===== src/sv/scds_pkg.sv =====
// Shared types, constants and the prescaler table for the serial clock divider search.
`default_nettype none

package scds_pkg;

  localparam int REQ_W   = 32;
  localparam int CLK_W   = 32;
  localparam int RATE_W  = 30;
  localparam int PRESC_W = 3;
  localparam int DIV_W   = 4;
  localparam int SHIFT_W = 4;

  localparam int PRESC_CODES = 8;
  localparam int DIV_CODES   = 16;
  localparam int CAND_W      = $clog2(PRESC_CODES * DIV_CODES);

  // divisor (d + 1) is 1..16, remainder stays below it
  localparam int M_W   = DIV_W + 1;
  localparam int REM_W = DIV_W;

  localparam int DIV_BITS_PER_STAGE = 3;
  localparam int DIV_STAGES         = RATE_W / DIV_BITS_PER_STAGE;

  localparam int SCDS_QUEUE_DEPTH = 2;

  localparam logic [PRESC_W-1:0] FALLBACK_PRESC = 3'd7;
  localparam logic [DIV_W-1:0]   FALLBACK_DIV   = 4'd15;
  localparam logic [CLK_W-1:0]   CLK_RESET      = 32'd100000000;

  typedef struct packed {
    logic             bad;
    logic [REQ_W-1:0] rate;
  } req_item_t;

  typedef struct packed {
    logic               valid;
    logic               last;
    logic [PRESC_W-1:0] presc;
    logic [DIV_W-1:0]   div;
  } cand_tag_t;

  typedef struct packed {
    logic               bad_request;
    logic [PRESC_W-1:0] prescaler_select;
    logic [DIV_W-1:0]   divider_select;
    logic [RATE_W-1:0]  achieved_rate;
  } result_t;

  // Right shift that divides by 2 * prescaler divisor (all divisors are powers of two).
  function automatic logic [SHIFT_W-1:0] presc_shift(input logic [PRESC_W-1:0] code);
    logic [SHIFT_W-1:0] sh;
    case (code)
      3'd0:    sh = 4'd2;
      3'd1:    sh = 4'd3;
      3'd2:    sh = 4'd4;
      3'd3:    sh = 4'd7;
      3'd4:    sh = 4'd8;
      3'd5:    sh = 4'd11;
      3'd6:    sh = 4'd12;
      default: sh = 4'd13;
    endcase
    return sh;
  endfunction

endpackage

`default_nettype wire


===== src/sv/scds_front.sv =====
// Front end: accept requests, flag zero requests, and queue them for the search engine.
`default_nettype none

module scds_front #(
  parameter int QUEUE_DEPTH = scds_pkg::SCDS_QUEUE_DEPTH
) (
  input  wire logic                     clk,
  input  wire logic                     rst_n,
  input  wire logic                     in_valid,
  output logic                          in_stall,
  input  wire logic [scds_pkg::REQ_W-1:0] in_requested_rate,
  output logic                          q_valid,
  output scds_pkg::req_item_t           q_item,
  input  wire logic                     q_pop
);
  import scds_pkg::*;

  localparam int PTR_W = (QUEUE_DEPTH > 1) ? $clog2(QUEUE_DEPTH) : 1;
  localparam int CNT_W = $clog2(QUEUE_DEPTH + 1);

  req_item_t        mem [QUEUE_DEPTH];
  logic [PTR_W-1:0] wr_ptr_r, wr_ptr_nxt;
  logic [PTR_W-1:0] rd_ptr_r, rd_ptr_nxt;
  logic [CNT_W-1:0] cnt_r, cnt_nxt;
  logic             push;
  logic             pop;
  req_item_t        push_item;

  assign in_stall = (cnt_r == CNT_W'(QUEUE_DEPTH));
  assign q_valid  = (cnt_r != '0);
  assign q_item   = mem[rd_ptr_r];
  assign push     = in_valid && !in_stall;
  assign pop      = q_valid && q_pop;

  // classify on the way in
  assign push_item.bad  = (in_requested_rate == '0);
  assign push_item.rate = in_requested_rate;

  always_comb begin
    wr_ptr_nxt = wr_ptr_r;
    rd_ptr_nxt = rd_ptr_r;
    cnt_nxt    = cnt_r;
    if (push) begin
      wr_ptr_nxt = (wr_ptr_r == PTR_W'(QUEUE_DEPTH - 1)) ? '0 : wr_ptr_r + PTR_W'(1);
    end
    if (pop) begin
      rd_ptr_nxt = (rd_ptr_r == PTR_W'(QUEUE_DEPTH - 1)) ? '0 : rd_ptr_r + PTR_W'(1);
    end
    if (push && !pop) begin
      cnt_nxt = cnt_r + CNT_W'(1);
    end else if (pop && !push) begin
      cnt_nxt = cnt_r - CNT_W'(1);
    end
  end

  always_ff @(posedge clk) begin
    if (!rst_n) begin
      wr_ptr_r <= '0;
      rd_ptr_r <= '0;
      cnt_r    <= '0;
    end else begin
      wr_ptr_r <= wr_ptr_nxt;
      rd_ptr_r <= rd_ptr_nxt;
      cnt_r    <= cnt_nxt;
    end
  end

  always_ff @(posedge clk) begin
    if (push) begin
      mem[wr_ptr_r] <= push_item;
    end
  end

endmodule

`default_nettype wire


===== src/sv/scds_div_pipe.sv =====
// Pipelined restoring divider: 30-bit dividend by a 1..16 divisor, three quotient bits per stage.
`default_nettype none

module scds_div_pipe (
  input  wire logic                       clk,
  input  wire logic                       rst_n,
  input  wire scds_pkg::cand_tag_t        in_tag,
  input  wire logic [scds_pkg::RATE_W-1:0] in_num,
  input  wire logic [scds_pkg::M_W-1:0]    in_m,
  output scds_pkg::cand_tag_t             out_tag,
  output logic [scds_pkg::RATE_W-1:0]      out_quot
);
  import scds_pkg::*;

  cand_tag_t         tag_r [DIV_STAGES];
  logic [RATE_W-1:0] num_r [DIV_STAGES];
  logic [REM_W-1:0]  rem_r [DIV_STAGES];
  logic [M_W-1:0]    m_r   [DIV_STAGES];

  for (genvar s = 0; s < DIV_STAGES; s++) begin : g_stage
    cand_tag_t         tag_in;
    logic [RATE_W-1:0] num_in;
    logic [REM_W-1:0]  rem_in;
    logic [M_W-1:0]    m_in;
    logic [RATE_W-1:0] num_out;
    logic [REM_W-1:0]  rem_out;

    if (s == 0) begin : g_head
      assign tag_in = in_tag;
      assign num_in = in_num;
      assign rem_in = '0;
      assign m_in   = in_m;
    end else begin : g_body
      assign tag_in = tag_r[s-1];
      assign num_in = num_r[s-1];
      assign rem_in = rem_r[s-1];
      assign m_in   = m_r[s-1];
    end

    // num holds remaining dividend bits on top, quotient bits shift in at the bottom
    always_comb begin
      logic [M_W-1:0] trial;
      logic           qbit;
      rem_out = rem_in;
      num_out = num_in;
      for (int b = 0; b < DIV_BITS_PER_STAGE; b++) begin
        trial = {rem_out, num_out[RATE_W-1]};
        qbit  = (trial >= m_in);
        if (qbit) begin
          trial = trial - m_in;
        end
        rem_out = trial[REM_W-1:0];
        num_out = {num_out[RATE_W-2:0], qbit};
      end
    end

    always_ff @(posedge clk) begin
      if (!rst_n) begin
        tag_r[s] <= '0;
      end else begin
        tag_r[s] <= tag_in;
      end
    end

    always_ff @(posedge clk) begin
      num_r[s] <= num_out;
      rem_r[s] <= rem_out;
      m_r[s]   <= m_in;
    end
  end

  assign out_tag  = tag_r[DIV_STAGES-1];
  assign out_quot = num_r[DIV_STAGES-1];

endmodule

`default_nettype wire


===== src/sv/scds_search.sv =====
// Back end: issue all prescaler/divider candidates, keep the best rate, and hand out results.
`default_nettype none

module scds_search (
  input  wire logic                          clk,
  input  wire logic                          rst_n,
  input  wire logic [scds_pkg::CLK_W-1:0]    clk_hz,
  input  wire logic                          q_valid,
  input  wire scds_pkg::req_item_t           q_item,
  output logic                               q_pop,
  output logic                               out_valid,
  input  wire logic                          out_stall,
  output logic                               out_bad_request,
  output logic [scds_pkg::PRESC_W-1:0]       out_prescaler_select,
  output logic [scds_pkg::DIV_W-1:0]         out_divider_select,
  output logic [scds_pkg::RATE_W-1:0]        out_achieved_rate
);
  import scds_pkg::*;

  logic               busy_r, busy_nxt;
  logic               issuing_r, issuing_nxt;
  logic [CAND_W-1:0]  cnt_r, cnt_nxt;
  logic [REQ_W-1:0]   req_r, req_nxt;
  logic [RATE_W-1:0]  best_rate_r, best_rate_nxt;
  logic [PRESC_W-1:0] best_p_r, best_p_nxt;
  logic [DIV_W-1:0]   best_d_r, best_d_nxt;
  logic               hold_valid_r, hold_valid_nxt;
  result_t            hold_r, hold_nxt;
  logic               out_valid_r, out_valid_nxt;
  result_t            out_r, out_nxt;

  logic [PRESC_W-1:0] iss_p;
  logic [DIV_W-1:0]   iss_d;
  logic [CLK_W-1:0]   iss_shifted;
  logic [M_W-1:0]     iss_m;
  cand_tag_t          iss_tag;
  cand_tag_t          pq_tag;
  logic [RATE_W-1:0]  pq_quot;

  logic               start;
  logic               hit;
  logic               fin;
  logic               move;
  logic [RATE_W-1:0]  upd_rate;
  logic [PRESC_W-1:0] upd_p;
  logic [DIV_W-1:0]   upd_d;

  // candidate index: prescaler code on top, divider code below
  assign iss_p       = cnt_r[CAND_W-1 -: PRESC_W];
  assign iss_d       = cnt_r[DIV_W-1:0];
  assign iss_shifted = clk_hz >> presc_shift(iss_p);
  assign iss_m       = {1'b0, iss_d} + M_W'(1);

  assign iss_tag.valid = issuing_r;
  assign iss_tag.last  = (cnt_r == '1);
  assign iss_tag.presc = iss_p;
  assign iss_tag.div   = iss_d;

  scds_div_pipe u_div (
    .clk      (clk),
    .rst_n    (rst_n),
    .in_tag   (iss_tag),
    .in_num   (iss_shifted[RATE_W-1:0]),
    .in_m     (iss_m),
    .out_tag  (pq_tag),
    .out_quot (pq_quot)
  );

  assign start = q_valid && !busy_r && !hold_valid_r;
  assign q_pop = start;

  assign hit = pq_tag.valid && (REQ_W'(pq_quot) <= req_r) && (pq_quot > best_rate_r);
  assign fin = pq_tag.valid && pq_tag.last;

  assign upd_rate = hit ? pq_quot      : best_rate_r;
  assign upd_p    = hit ? pq_tag.presc : best_p_r;
  assign upd_d    = hit ? pq_tag.div   : best_d_r;

  assign move = hold_valid_r && (!out_valid_r || !out_stall);

  always_comb begin
    busy_nxt       = busy_r;
    issuing_nxt    = issuing_r;
    cnt_nxt        = cnt_r;
    req_nxt        = req_r;
    best_rate_nxt  = best_rate_r;
    best_p_nxt     = best_p_r;
    best_d_nxt     = best_d_r;
    hold_valid_nxt = hold_valid_r;
    hold_nxt       = hold_r;
    out_valid_nxt  = out_valid_r;
    out_nxt        = out_r;

    if (move) begin
      out_valid_nxt  = 1'b1;
      out_nxt        = hold_r;
      hold_valid_nxt = 1'b0;
    end else if (out_valid_r && !out_stall) begin
      out_valid_nxt = 1'b0;
    end

    if (start) begin
      if (q_item.bad) begin
        hold_valid_nxt = 1'b1;
        hold_nxt       = '0;
        hold_nxt.bad_request = 1'b1;
      end else begin
        busy_nxt      = 1'b1;
        issuing_nxt   = 1'b1;
        cnt_nxt       = '0;
        req_nxt       = q_item.rate;
        best_rate_nxt = '0;
        best_p_nxt    = FALLBACK_PRESC;
        best_d_nxt    = FALLBACK_DIV;
      end
    end

    if (issuing_r) begin
      cnt_nxt = cnt_r + CAND_W'(1);
      if (cnt_r == '1) begin
        issuing_nxt = 1'b0;
      end
    end

    if (pq_tag.valid) begin
      best_rate_nxt = upd_rate;
      best_p_nxt    = upd_p;
      best_d_nxt    = upd_d;
    end

    // last candidate is the fallback pair, so its quotient is the fallback rate
    if (fin) begin
      busy_nxt                  = 1'b0;
      hold_valid_nxt            = 1'b1;
      hold_nxt.bad_request      = 1'b0;
      hold_nxt.prescaler_select = upd_p;
      hold_nxt.divider_select   = upd_d;
      hold_nxt.achieved_rate    = (upd_rate == '0) ? pq_quot : upd_rate;
    end
  end

  always_ff @(posedge clk) begin
    if (!rst_n) begin
      busy_r       <= 1'b0;
      issuing_r    <= 1'b0;
      hold_valid_r <= 1'b0;
      out_valid_r  <= 1'b0;
    end else begin
      busy_r       <= busy_nxt;
      issuing_r    <= issuing_nxt;
      hold_valid_r <= hold_valid_nxt;
      out_valid_r  <= out_valid_nxt;
    end
  end

  always_ff @(posedge clk) begin
    cnt_r       <= cnt_nxt;
    req_r       <= req_nxt;
    best_rate_r <= best_rate_nxt;
    best_p_r    <= best_p_nxt;
    best_d_r    <= best_d_nxt;
    hold_r      <= hold_nxt;
    out_r       <= out_nxt;
  end

  assign out_valid            = out_valid_r;
  assign out_bad_request      = out_r.bad_request;
  assign out_prescaler_select = out_r.prescaler_select;
  assign out_divider_select   = out_r.divider_select;
  assign out_achieved_rate    = out_r.achieved_rate;

`ifndef SYNTH
  a_fin_slot_free: assert property (@(posedge clk) disable iff (!rst_n)
    fin |-> (busy_r && !hold_valid_r))
    else $error("search finished without a free hold slot");

  a_issue_in_job: assert property (@(posedge clk) disable iff (!rst_n)
    issuing_r |-> busy_r)
    else $error("candidate issued outside a search");

  a_bad_zero: assert property (@(posedge clk) disable iff (!rst_n)
    (out_valid_r && out_r.bad_request) |->
      (out_r.achieved_rate == '0 && out_r.prescaler_select == '0 &&
       out_r.divider_select == '0))
    else $error("rejected request carries nonzero fields");

  a_pop_takes: assert property (@(posedge clk) disable iff (!rst_n)
    q_pop |=> (busy_r || hold_valid_r))
    else $error("popped request was dropped");
`endif

endmodule

`default_nettype wire


===== src/sv/spi_clock_divider_search_top.sv =====
// Top level of the serial clock divider search: config register, front queue and search engine.
`default_nettype none

// Serial clock divider search.
// Input channel (in_valid / in_stall / in_requested_rate): one transfer carries a requested
//   serial clock rate in hertz. A zero request is flagged and answered without a search.
// Result channel (out_valid / out_stall / out_*): one transfer per request, in request order,
//   carrying the chosen prescaler code, divider code and the achieved rate.
// Config port: cfg_we writes cfg_input_clock_hz into the input clock register at the edge.
//   Write it only while no request is in flight.
// Path: a nonzero request leaves the queue, the engine issues the 128 prescaler/divider
//   candidates one per cycle, drains the 10-stage divider pipeline, then the result moves
//   into the hold register and then into the output register that drives out_valid. A zero
//   request goes from the queue into the hold register and on to the output register.
// Search spacing: the next search starts only after the previous one has finished and its
//   result has left the hold register, so searches do not overlap in the divider pipeline.
// Queueing: a 2-entry request queue (QUEUE_DEPTH) decouples input from the search, and a hold
//   register plus the output register let the next search run while a result waits.
// Reset: rst_n (synchronous, active low) empties the queue, aborts any search, drops pending
//   results and loads the input clock register with 100 MHz.
// Stall: while out_stall is high the output register holds its transfer; the engine finishes
//   into the hold register and waits, and in_stall rises once the queue fills.
module spi_clock_divider_search_top #(
  parameter int QUEUE_DEPTH = scds_pkg::SCDS_QUEUE_DEPTH
) (
  input  wire logic                          clk,
  input  wire logic                          rst_n,
  input  wire logic                          cfg_we,
  input  wire logic [scds_pkg::CLK_W-1:0]    cfg_input_clock_hz,
  input  wire logic                          in_valid,
  output logic                               in_stall,
  input  wire logic [scds_pkg::REQ_W-1:0]    in_requested_rate,
  output logic                               out_valid,
  input  wire logic                          out_stall,
  output logic                               out_bad_request,
  output logic [scds_pkg::PRESC_W-1:0]       out_prescaler_select,
  output logic [scds_pkg::DIV_W-1:0]         out_divider_select,
  output logic [scds_pkg::RATE_W-1:0]        out_achieved_rate
);
  import scds_pkg::*;

  logic [CLK_W-1:0] clk_hz_r;
  logic             q_valid;
  req_item_t        q_item;
  logic             q_pop;

  // input clock frequency register, reset to 100 MHz
  always_ff @(posedge clk) begin
    if (!rst_n) begin
      clk_hz_r <= CLK_RESET;
    end else if (cfg_we) begin
      clk_hz_r <= cfg_input_clock_hz;
    end
  end

  // accept and classify requests, hold them until the search engine is free
  scds_front #(
    .QUEUE_DEPTH (QUEUE_DEPTH)
  ) u_front (
    .clk               (clk),
    .rst_n             (rst_n),
    .in_valid          (in_valid),
    .in_stall          (in_stall),
    .in_requested_rate (in_requested_rate),
    .q_valid           (q_valid),
    .q_item            (q_item),
    .q_pop             (q_pop)
  );

  // sweep all 128 candidate pairs and deliver the best one
  scds_search u_search (
    .clk                  (clk),
    .rst_n                (rst_n),
    .clk_hz               (clk_hz_r),
    .q_valid              (q_valid),
    .q_item               (q_item),
    .q_pop                (q_pop),
    .out_valid            (out_valid),
    .out_stall            (out_stall),
    .out_bad_request      (out_bad_request),
    .out_prescaler_select (out_prescaler_select),
    .out_divider_select   (out_divider_select),
    .out_achieved_rate    (out_achieved_rate)
  );

endmodule

`default_nettype wire

===== config.mk =====
export PLATFORM = sky130hd
export DESIGN_NAME = spi_clock_divider_search_top
export DESIGN_NICKNAME = d
export VERILOG_FILES = /design/src/sv/scds_pkg.sv /design/src/sv/scds_front.sv /design/src/sv/scds_div_pipe.sv /design/src/sv/scds_search.sv /design/src/sv/spi_clock_divider_search_top.sv
export SDC_FILE = /design/constraint.sdc
export NUM_CORES = 1
export LEC_CHECK = 0
export BUFFER_PORTS_ARGS = -buffer_cell sky130_fd_sc_hd__buf_2
export CORE_MARGIN = 4
export CORE_UTILIZATION = 28
export CTS_BUF_LIST = sky130_fd_sc_hd__clkbuf_4
export DETAILED_ROUTE_END_ITERATION = 8
export PLACE_DENSITY = 0.46
export SLEW_MARGIN = 0
export SYNTH_ARGS = -nofsm -noshare
export SYNTH_HDL_FRONTEND = slang
export SYNTH_SLANG_ARGS = --single-unit

===== constraint.sdc =====
create_clock -name clk -period 6.7 [get_ports clk]
set_input_delay 1.005 -clock clk [delete_from_list [all_inputs] [get_ports clk]]
set_output_delay 1.005 -clock clk [all_outputs]
set_load 0.03 [all_outputs]

==> metrics.txt, run 1 <==
status completed; FF+latch count, synth 728; Synth Cell Area 28630 sq um; count of nets left with antenna violations after detail routing 0; detail-routed via count per cell 4.176; antenna violations before repair 6; y dimension of the die 327.8 microns; DRC violations left 0; GRT Total Usage 0.1087; required time of the critical path 7550 ps; maximum capacitance violations 0; Final period util 0.8708; biggest fanout along the worst timing path 10; number of H-tree levels 4; number of sinks driven by the clock tree 728; sequential cell area 16750 sq um; Syn Inst Count 2336; area of the multi-input gates 10780 sq um; width of the chip 327.8 microns; full die area 107400 sq um; detail-routed net length per standard cell 14.09 microns; most common library cell in the layout ignoring fill and taps dfxtp_1; core region area 101600 sq um; worst min path class input port to flip-flop; critical path endpoint category flip-flop; layout cells sized above 1 0.1922; Post-Syn Area per Cell 12.26 sq um; Pre-antenna DRT Iters 5; buffer cell driving the clock tree root clkbuf_4; number of hold-slack violations in the final timing report 0; most area-hungry cell type in the Yosys netlist dfxtp_1; proportion of synthesized chip area in sequential cells 0.5848; prevailing post-synth register cell dfxtp_1; class of the most critical setup path flip-flop to flip-flop; worst clock skew on the final layout 87.25 ps; number of enable-type register cells in the synthesized netlist 217; Slew Limit Fails 0; sum of negative setup slack 0 ps; ys async rst share 0; routability congestion estimate from global placement 0.7908; TritonCTS clock tree built; HPWL after DPL 41.36 mm; final wirelength 57.36 mm; row count 117; count of fill cells added during filler insertion 10350; largest cells by area after synthesis dfxtp_1 (36%), edfxtp_1 (23%), ha_1 (9.1%); normalized max-slew margin 0.2117; quantity of gates resized following cts 0; maximum number of pins on one net before global-route repair 129; top-area cell type share of the netlist area 0.3573; Crit path arrival time 6680 ps; number of hold buffers added after CTS 0; number of warnings printed during yosys synthesis 0; minimum clock period 5834 ps; I/O Pins 109; clock insertion delay at the later pin of the skew report 1010 ps; Tightest Pin Transition 1179 ps; count of port buffers added during placement 106; drt first-iter violations 589; starting density of the core 0.2818; via count 17000; top library cells by usage in the layout, fill and taps aside dfxtp_1 (511), clkbuf_4 (279), edfxtp_1 (217); area growth from synthesis to layout 15.47%; critical path startpoint category flip-flop; TritonCTS buffer count 184; highest clock frequency the design can meet 171.4 MHz; CTS clk-pin slew, worst paths 80 ps; clk buf depth 3; Final #Nets 2870; number of global-route vias before repair 18290; final-report setup violation count 0; Synth cell types 63; global-route wire length before repair 94.36 mm; total setup buffers inserted after CTS 0; total congestion overflow after global routing 0; syn_nets 2642; unrepaired setup endpoints after global routing no
-- sequential cells by signal (all words and copies together) (netlist names), named ones only --
signal,cells
u_front.wr_ptr_r,1
u_search.hold_valid_r,1
u_search.issuing_r,1
u_search.best_d_r,4
clk_hz_r,30
u_search.hold_r,38
u_search.best_rate_r,30
u_search.u_div.m_r,45
u_search.out_prescaler_select,3
u_search.out_divider_select,4
u_search.cnt_r,7
u_search.out_valid,1
u_search.req_r,32
u_search.out_bad_request,1
u_search.u_div.tag_r,90
u_search.best_p_r,3
u_front.cnt_r,2
u_front.mem,66
u_search.u_div.rem_r,36
u_search.busy_r,1
u_front.rd_ptr_r,1
u_search.u_div.num_r,300
u_search.out_achieved_rate,30
-- worst max-delay path, cell delays in order (launching register included) --
cell and delay (ps):
dfxtp_1 480, inv_1 200, ha_1 320, nor2b_1 130, o21ai_0 200, nand3b_1 120
a21o_1 190, a21o_1 250, mux2i_1 420, ha_1 330, nor2b_1 140, o21ai_0 220
a31oi_1 120, o21ai_0 230, nand2_1 270, mux2_2 380, inv_1 70, ha_1 230
a21o_1 160, a21o_1 170, a21o_1 170, a21o_1 290, or3b_2 500, o311ai_1 80
-- final timing paths --
| path | startpoint | end | slack, ps | depth (start not counted) |
|---|---|---|---|---|
| setup / recovery | u_search.u_div.m_r[5][1] | u_search.u_div.rem_r[6][3] | 870 | 23 |
| hold / removal | in_requested_rate[1] | u_front.mem[1][1] | 210 | 1 |
| setup reg to reg | u_search.u_div.m_r[5][1] | u_search.u_div.rem_r[6][3] | 870 | 23 |
| hold reg to reg | u_search.u_div.num_r[5][8] | u_search.u_div.num_r[6][11] | 270 | 0 |
-- layer usage --
layer  vias up  wire length [microns]  global-route usage
li1       8632                      -                   -
met2       349                  26120              0.1740
met3       134                   2948             0.02981
met1      7889                  26710              0.1362
met4         0                   1578             0.05129
met5         -                      0                   0
-- metrics by stage --
stage	setup WS, ps	hold WS (ps)	util	instance area, sq um	std cells
5_1_grt	222.2	69.80	0.3254	33060	4070
2_1_floorplan	1569	309.6	-	28630	2336
3_5_place_dp	868.4	312.1	0.3017	30650	3746
6_report	865.8	208.8	0.3254	33060	4072
3_3_place_gp	993.1	312.3	0.3017	30650	3746
4_1_cts	801.3	19.50	0.3254	33060	4069
-- kinds of logic after synthesis --
logic type               count (synthesis)  synth area share
buffers and inverters                  288           0.04003
AO/OA/AOI/OAI                          316           0.07407
AND/OR/NAND/NOR                        476           0.08748
adder cells (fa/ha/maj)                237            0.1109
flip-flops                             728            0.5848
XOR/XNOR                                64           0.01958
multiplexers                           227           0.08311
-- cells in the mapped netlist (7+ instances only) --
cell and count:
and2_1 100, nor2_1 58, a22o_1 30, nand3_1 29, o21a_1 12, a21o_1 59, xor2_1 10, buf_1 7
a21boi_1 30, xnor2_1 54, edfxtp_1 217, nand2_1 135, fa_1 28, nand2b_1 27, a21oi_1 77, inv_1 211
nor4_1 17, nand4_1 17, o21ai_0 50, buf_2 10, ha_1 209, nor2b_1 53, clkbuf_1 51, a31oi_1 14
o311ai_1 7, nand3b_1 7, mux2i_1 150, mux2_2 76, dfxtp_1 511
-- area by class of cell --
type	count	share of cell area
well taps	1368	0.05177
flip-flops and latches	728	0.5065
repair buffers	118	0.01885
clock inverters	44	0.009272
diodes	3	0.0002271
clock buffers	279	0.06335
inverters	212	0.02407
multi-input cells	1320	0.3260
Power of run 1 is not shown: default switching activity piles up to over one toggle a cycle in this logic, so the estimate is an artifact.
==> inputs of run 2 (changes only) <==
--- a/config.mk
+++ b/config.mk
@@ -5,6 +5,7 @@
 export SDC_FILE = /design/constraint.sdc
 export NUM_CORES = 1
 export LEC_CHECK = 0
+export ABC_AREA = 1
 export BUFFER_PORTS_ARGS = -buffer_cell sky130_fd_sc_hd__buf_2
 export CORE_MARGIN = 4
 export CORE_UTILIZATION = 28
==> constraint.sdc (replaced) <==
create_clock -name clk -period 5.8 [get_ports clk]
set_input_delay 0.87 -clock clk [delete_from_list [all_inputs] [get_ports clk]]
set_output_delay 0.87 -clock clk [all_outputs]
set_load 0.03 [all_outputs]
==> run 2 against run 1 <==
Against the previous run: die area increased by 0.44%; setup slack worse by 380 ps; core utilization rose by 0.78 points; register-to-register slack worse by 380 ps; largest cell class unchanged; critical path type unchanged; first-iteration DRC count is 41% higher; flip-flop and latch count unchanged; global-route usage is 0.18 points higher; non-clock buffer count grew 90.
==> metrics.txt, run 2 <==
Crit path arrival time 6170 ps; cell with the most instances after synthesis nand2_1; biggest fanout along the worst timing path 9; count of fill cells added during filler insertion 10580; top library cells by usage in the layout, fill and taps aside nand2_1 (521), dfxtp_1 (510), inv_1 (438); detail-routed net length per standard cell 12.58 microns; number of sinks driven by the clock tree 728; Slew Limit Fails 0; required time of the critical path 6660 ps; highest clock frequency the design can meet 188.2 MHz; final wirelength 58.90 mm; Syn Inst Count 2862; clk buf depth 3; area growth from synthesis to layout 18.05%; top-area cell type share of the netlist area 0.3557; y dimension of the die 328.5 microns; final core utilization 0.3332; width of the chip 328.5 microns; count of port buffers added during placement 106; unrepaired setup endpoints after global routing yes; number of enable-type register cells in the synthesized netlist 217; worst clock skew on the final layout 74.17 ps; most area-hungry cell type in the Yosys netlist dfxtp_1; buffer cell driving the clock tree root clkbuf_4; ys async rst share 0; routability congestion estimate from global placement 0.7890; area of the multi-input gates 10090 sq um; leading registers by flop count u_search.u_div.num_r x300, u_search.u_div.tag_r x90, u_front.mem x66; class of the most critical setup path flip-flop to flip-flop; TritonCTS buffer count 187; largest cells by area after synthesis dfxtp_1 (36%), edfxtp_1 (23%), ha_1 (9.1%); status completed; Synth Cell Area 28760 sq um; total congestion overflow after global routing 0; TritonCTS clock tree built; number of warnings printed during yosys synthesis 0; row count 117; number of hold-slack violations in the final timing report 0; slowest stage delay, CP 400 ps; Final Worst Setup Slack 487.7 ps; number of global-route vias before repair 18600; layout cells sized above 1 0.1532; I/O Pins 109; final-layout worst hold slack 154.3 ps; full die area 107900 sq um; critical path endpoint category flip-flop; Tightest Pin Transition 1239 ps; largest register by flop count u_search.u_div.num_r; Synth cell types 45; syn_nets 3168; detail-routed via count per cell 4.036; GRT Total Usage 0.1105; master of the slowest instance on the critical path a221oi_1; clock insertion delay at the later pin of the skew report 990 ps; via count 18900; maximum capacitance violations 0; critical path startpoint category flip-flop; core region area 101900 sq um; normalized max-slew margin 0.1666; DRC violations left 0; worst min path class input port to flip-flop; minimum clock period 5312 ps; proportion of synthesized chip area in sequential cells 0.5822; HPWL after DPL 41.97 mm; sequential cell area 16750 sq um; CTS clk-pin slew, worst paths 60 ps; prevailing post-synth register cell dfxtp_1; final-report setup violation count 0; Pre-antenna DRT Iters 5; maximum number of pins on one net before global-route repair 74; global-route wire length before repair 95.39 mm; starting density of the core 0.2823; most common library cell in the layout ignoring fill and taps nand2_1; FF+latch count, synth 728; most repeated library cell on the critical path nand2_1; leading post-synthesis cells by instance count nand2_1 (522), dfxtp_1 (511), inv_1 (438); Place WS 288.9 ps; count of nets left with antenna violations after detail routing 0; number of H-tree levels 4; total setup buffers inserted after CTS 0; Post-Syn Area per Cell 10.05 sq um; Final #Nets 3491; antenna violations before repair 3; Final period util 0.9159; drt first-iter violations 832; Largest register FFs 300
==> run 2: cell count changes after synthesis, sizes merged, moves of 70 or more <==
cell   change
a21oi     +70
and2     -100
inv      +228
mux2i    -125
nand2    +387
nand3     +78
nor2     +172
o21ai     +84
==> run 2: cell families (layout without fill, tap and decap cells) <==
| group | after synthesis | after routing | share of synthesized area |
|---|---|---|---|
| and+or+nand+nor | 901 | 901 | 0.1262 |
| DFF | 728 | 728 | 0.5822 |
| buffers and inverters | 513 | 961 | 0.06999 |
| AOI/OAI and AO/OA | 365 | 365 | 0.07060 |
| adders and majority gates | 237 | 237 | 0.1104 |
| muxes | 66 | 66 | 0.02475 |
| xor gates and xnor gates | 52 | 52 | 0.01583 |
| other | 0 | 5 | 0 |
==> run 2: metal layers <==
metal | up-vias | global-route usage | share of wire
li1 | 10070 | - | -
met1 | 8382 | 0.1465 | 0.49
met2 | 328 | 0.1696 | 0.44
met3 | 121 | 0.02844 | 0.046
met4 | 0 | 0.04982 | 0.026
met5 | - | 0 | 0
==> run 2: final timing paths <==
kind,slack (ps),endpoint,start,depth (start not counted)
worst max-delay path,490,u_search.u_div.rem_r[5][2],u_search.u_div.m_r[4][2],26
worst min-delay path,150,clk_hz_r[14],cfg_input_clock_hz[14],3
worst max register to register,490,u_search.u_div.rem_r[5][2],u_search.u_div.m_r[4][2],26
worst min register to register,270,u_search.u_div.num_r[3][18],u_search.u_div.num_r[2][15],0
==> run 2: timing repair <==
action,CTS,global route
setup endpoints to repair,0,32
gates resized for setup,0,17
hold buffers,54,0
endpoints found under the hold margin,84,0
==> run 2: area by class of cell <==
cell class | count | area share
Tap cell | 1368 | 0.05041
Sequential cell | 728 | 0.4932
Multi-Input combinational cell | 1621 | 0.2971
Clock buffer | 269 | 0.05948
Timing Repair Buffer | 208 | 0.04297
Clock inverter | 45 | 0.007886
Antenna cell | 5 | 0.0003685
Inverter | 439 | 0.04853
==> run 2: metrics by stage <==
step	TNS, ps	std cells	cell area [sq um]
detailed placement	0	4310	31080
finish	0	4683	33950
floorplan	0	2862	28760
global route	-10.91	4682	33950
CTS	0	4678	33910
global placement	0	4310	31080
==> run 2: critical path: cells and delay by family, from the launching register on <==
family                   cells  cell delay, ps
AND/OR/NAND/NOR              8             690
flip-flops                   1             350
buffers and inverters        4             380
AO/OA/AOI/OAI               10            2520
multiplexers                 1             300
adder cells (fa/ha/maj)      3             940
Power of run 2 is left out for the same reason.
==> inputs of run 3 (changes only) <==
--- a/config.mk
+++ b/config.mk
@@ -11,7 +11,6 @@
 export CORE_UTILIZATION = 28
 export CTS_BUF_LIST = sky130_fd_sc_hd__clkbuf_4
 export DETAILED_ROUTE_END_ITERATION = 8
-export PLACE_DENSITY = 0.46
 export SLEW_MARGIN = 0
 export SYNTH_ARGS = -nofsm -noshare
 export SYNTH_HDL_FRONTEND = slang
==> run 3 against run 2 <==
Against the previous run: cell count shrank 0.58%; setup slack better by 34 ps; global-route usage decreased by 0.28 points; die area is the same; hold slack improved by 15 ps; flip-flop and latch count unchanged; non-clock buffer count fell by 12; routed wire length is 2.4% lower; first-iteration DRC count grew 31%; register-to-register slack improved by 30 ps; maximum frequency up 0.64%; design area decreased by 0.73%; critical endpoint is now u_search.u_div.rem_r[7][2]; highest routed layer unchanged.
==> metrics.txt, run 3 (synthesis gave the netlist of run 2 again) <==
starting density of the core 0.2823; biggest fanout along the worst timing path 9; Pre-antenna DRT Iters 5; core region area 101900 sq um; Worst Path Buf+Inv 4; final-layout worst hold slack 168.8 ps; slowest stage delay, CP 490 ps; Worst R2R End u_search.u_div.rem_r[7][2]; full die area 107900 sq um; largest register by flop count u_search.u_div.num_r; layout cells sized above 1 0.1476; y dimension of the die 328.5 microns; maximum capacitance violations 0; Final period util 0.9101; clk buf depth 3; drt first-iter violations 1087; worst flop-to-flop path startpoint u_search.u_div.m_r[6][1]; number of hold-slack violations in the final timing report 0; global-route wire length before repair 93.78 mm; critical path endpoint category flip-flop; class of the most critical setup path flip-flop to flip-flop; leading registers by flop count u_search.u_div.num_r x300, u_search.u_div.tag_r x90, u_front.mem x66; sum of negative setup slack 0 ps; required time of the critical path 6620 ps; detail-routed via count per cell 4.108; routability congestion estimate from global placement 0.8388; cell family with the largest share of critical-path delay compound AO/OA/AOI/OAI gates; detail-routed net length per standard cell 12.35 microns; post-route standard cell area excluding fillers 33710 sq um; top library cells by usage in the layout, fill and taps aside nand2_1 (521), dfxtp_1 (509), inv_1 (438); highest clock frequency the design can meet 189.5 MHz; most repeated library cell on the critical path nand2_1; number of sinks driven by the clock tree 728; worst clock skew on the final layout 54.54 ps; Final #Nets 3467; DRC violations left 0; critical path startpoint category flip-flop; final wirelength 57.50 mm; Place WS 223.5 ps; start point of the worst hold path cfg_input_clock_hz[8]; Hold EP clk_hz_r[8]; cell area reported after detailed placement 31000 sq um; number of H-tree levels 4; Largest register FFs 300; Crit path arrival time 6100 ps; final-report setup violation count 0; most common library cell in the layout ignoring fill and taps nand2_1; CTS clk-pin slew, worst paths 70 ps; TritonCTS buffer count 175; worst min path class input port to flip-flop; Tightest Pin Transition 1069 ps; GRT Total Usage 0.1077; I/O Pins 109; count of port buffers added during placement 106; normalized max-slew margin 0.2809; unrepaired setup endpoints after global routing no; count of nets left with antenna violations after detail routing 0; TritonCTS clock tree built; maximum number of pins on one net before global-route repair 75; via count 19130; antenna violations before repair 3; total congestion overflow after global routing 0; Final Worst Setup Slack 521.6 ps; area growth from synthesis to layout 17.19%; buffer cell driving the clock tree root clkbuf_4; depth of the most critical reg-to-reg path 27; clock insertion delay at the later pin of the skew report 970 ps; cell depth of the worst hold path 3; width of the chip 328.5 microns; row count 117; number of global-route vias before repair 18780; flop-to-flop setup slack 520 ps; status completed; Slew Limit Fails 0; minimum clock period 5278 ps; HPWL after DPL 40.80 mm; master of the slowest instance on the critical path o21bai_1
run 3: worst max-delay path by stage:
| stage | from | end | cells after the start |
|---|---|---|---|
| 6_report | u_search.u_div.m_r[6][1] | u_search.u_div.rem_r[7][2] | 27 |
| 2_1_floorplan | u_search.cnt_r[5] | u_search.u_div.rem_r[0][2] | 29 |
| 3_3_place_gp | u_search.u_div.m_r[4][1] | u_search.u_div.rem_r[5][3] | 28 |
| 5_1_grt | u_search.u_div.m_r[3][1] | u_search.u_div.rem_r[4][2] | 27 |
| 3_5_place_dp | u_search.u_div.m_r[4][1] | u_search.u_div.rem_r[5][3] | 28 |
| 4_1_cts | u_search.u_div.m_r[4][1] | u_search.u_div.rem_r[5][3] | 28 |
run 3: per-layer routing:
metal,vias up,track usage,part of all wire
met4,0,0.04293,0.022
met3,95,0.02869,0.059
met2,417,0.1679,0.44
met5,-,0,0
li1,10000,-,-
met1,8617,0.1422,0.48
run 3: cell type report:
class,instances,area [sq um]
Antenna cell,2,5.005
Clock buffer,246,1847
Clock inverter,56,305.3
Fill cell,10510,68180
Inverter,439,1648
Multi-Input combinational cell,1621,10110
Sequential cell,728,16750
Tap cell,1368,1712
Timing Repair Buffer,196,1334
run 3: per-stage QoR:
stage | utilization | cells
floorplan | - | 2862
global placement | 0.3042 | 4302
detailed placement | 0.3042 | 4302
CTS | 0.3303 | 4654
global route | 0.3308 | 4656
finish | 0.3308 | 4656
run 3: worst min-delay path, cell delays in order:
cell and delay, ps:
buf_2 80, nand2_1 50, nand3_1 70
run 3: what timing repair did:
action                                  in CTS  in global routing
buffers inserted                             0                  0
hold endpoints to repair                    80                  0
endpoints found under the setup margin       0                 35
resized for setup                            0                 24
hold buffers                                50                  0
Power of run 3 is left out for the same reason.
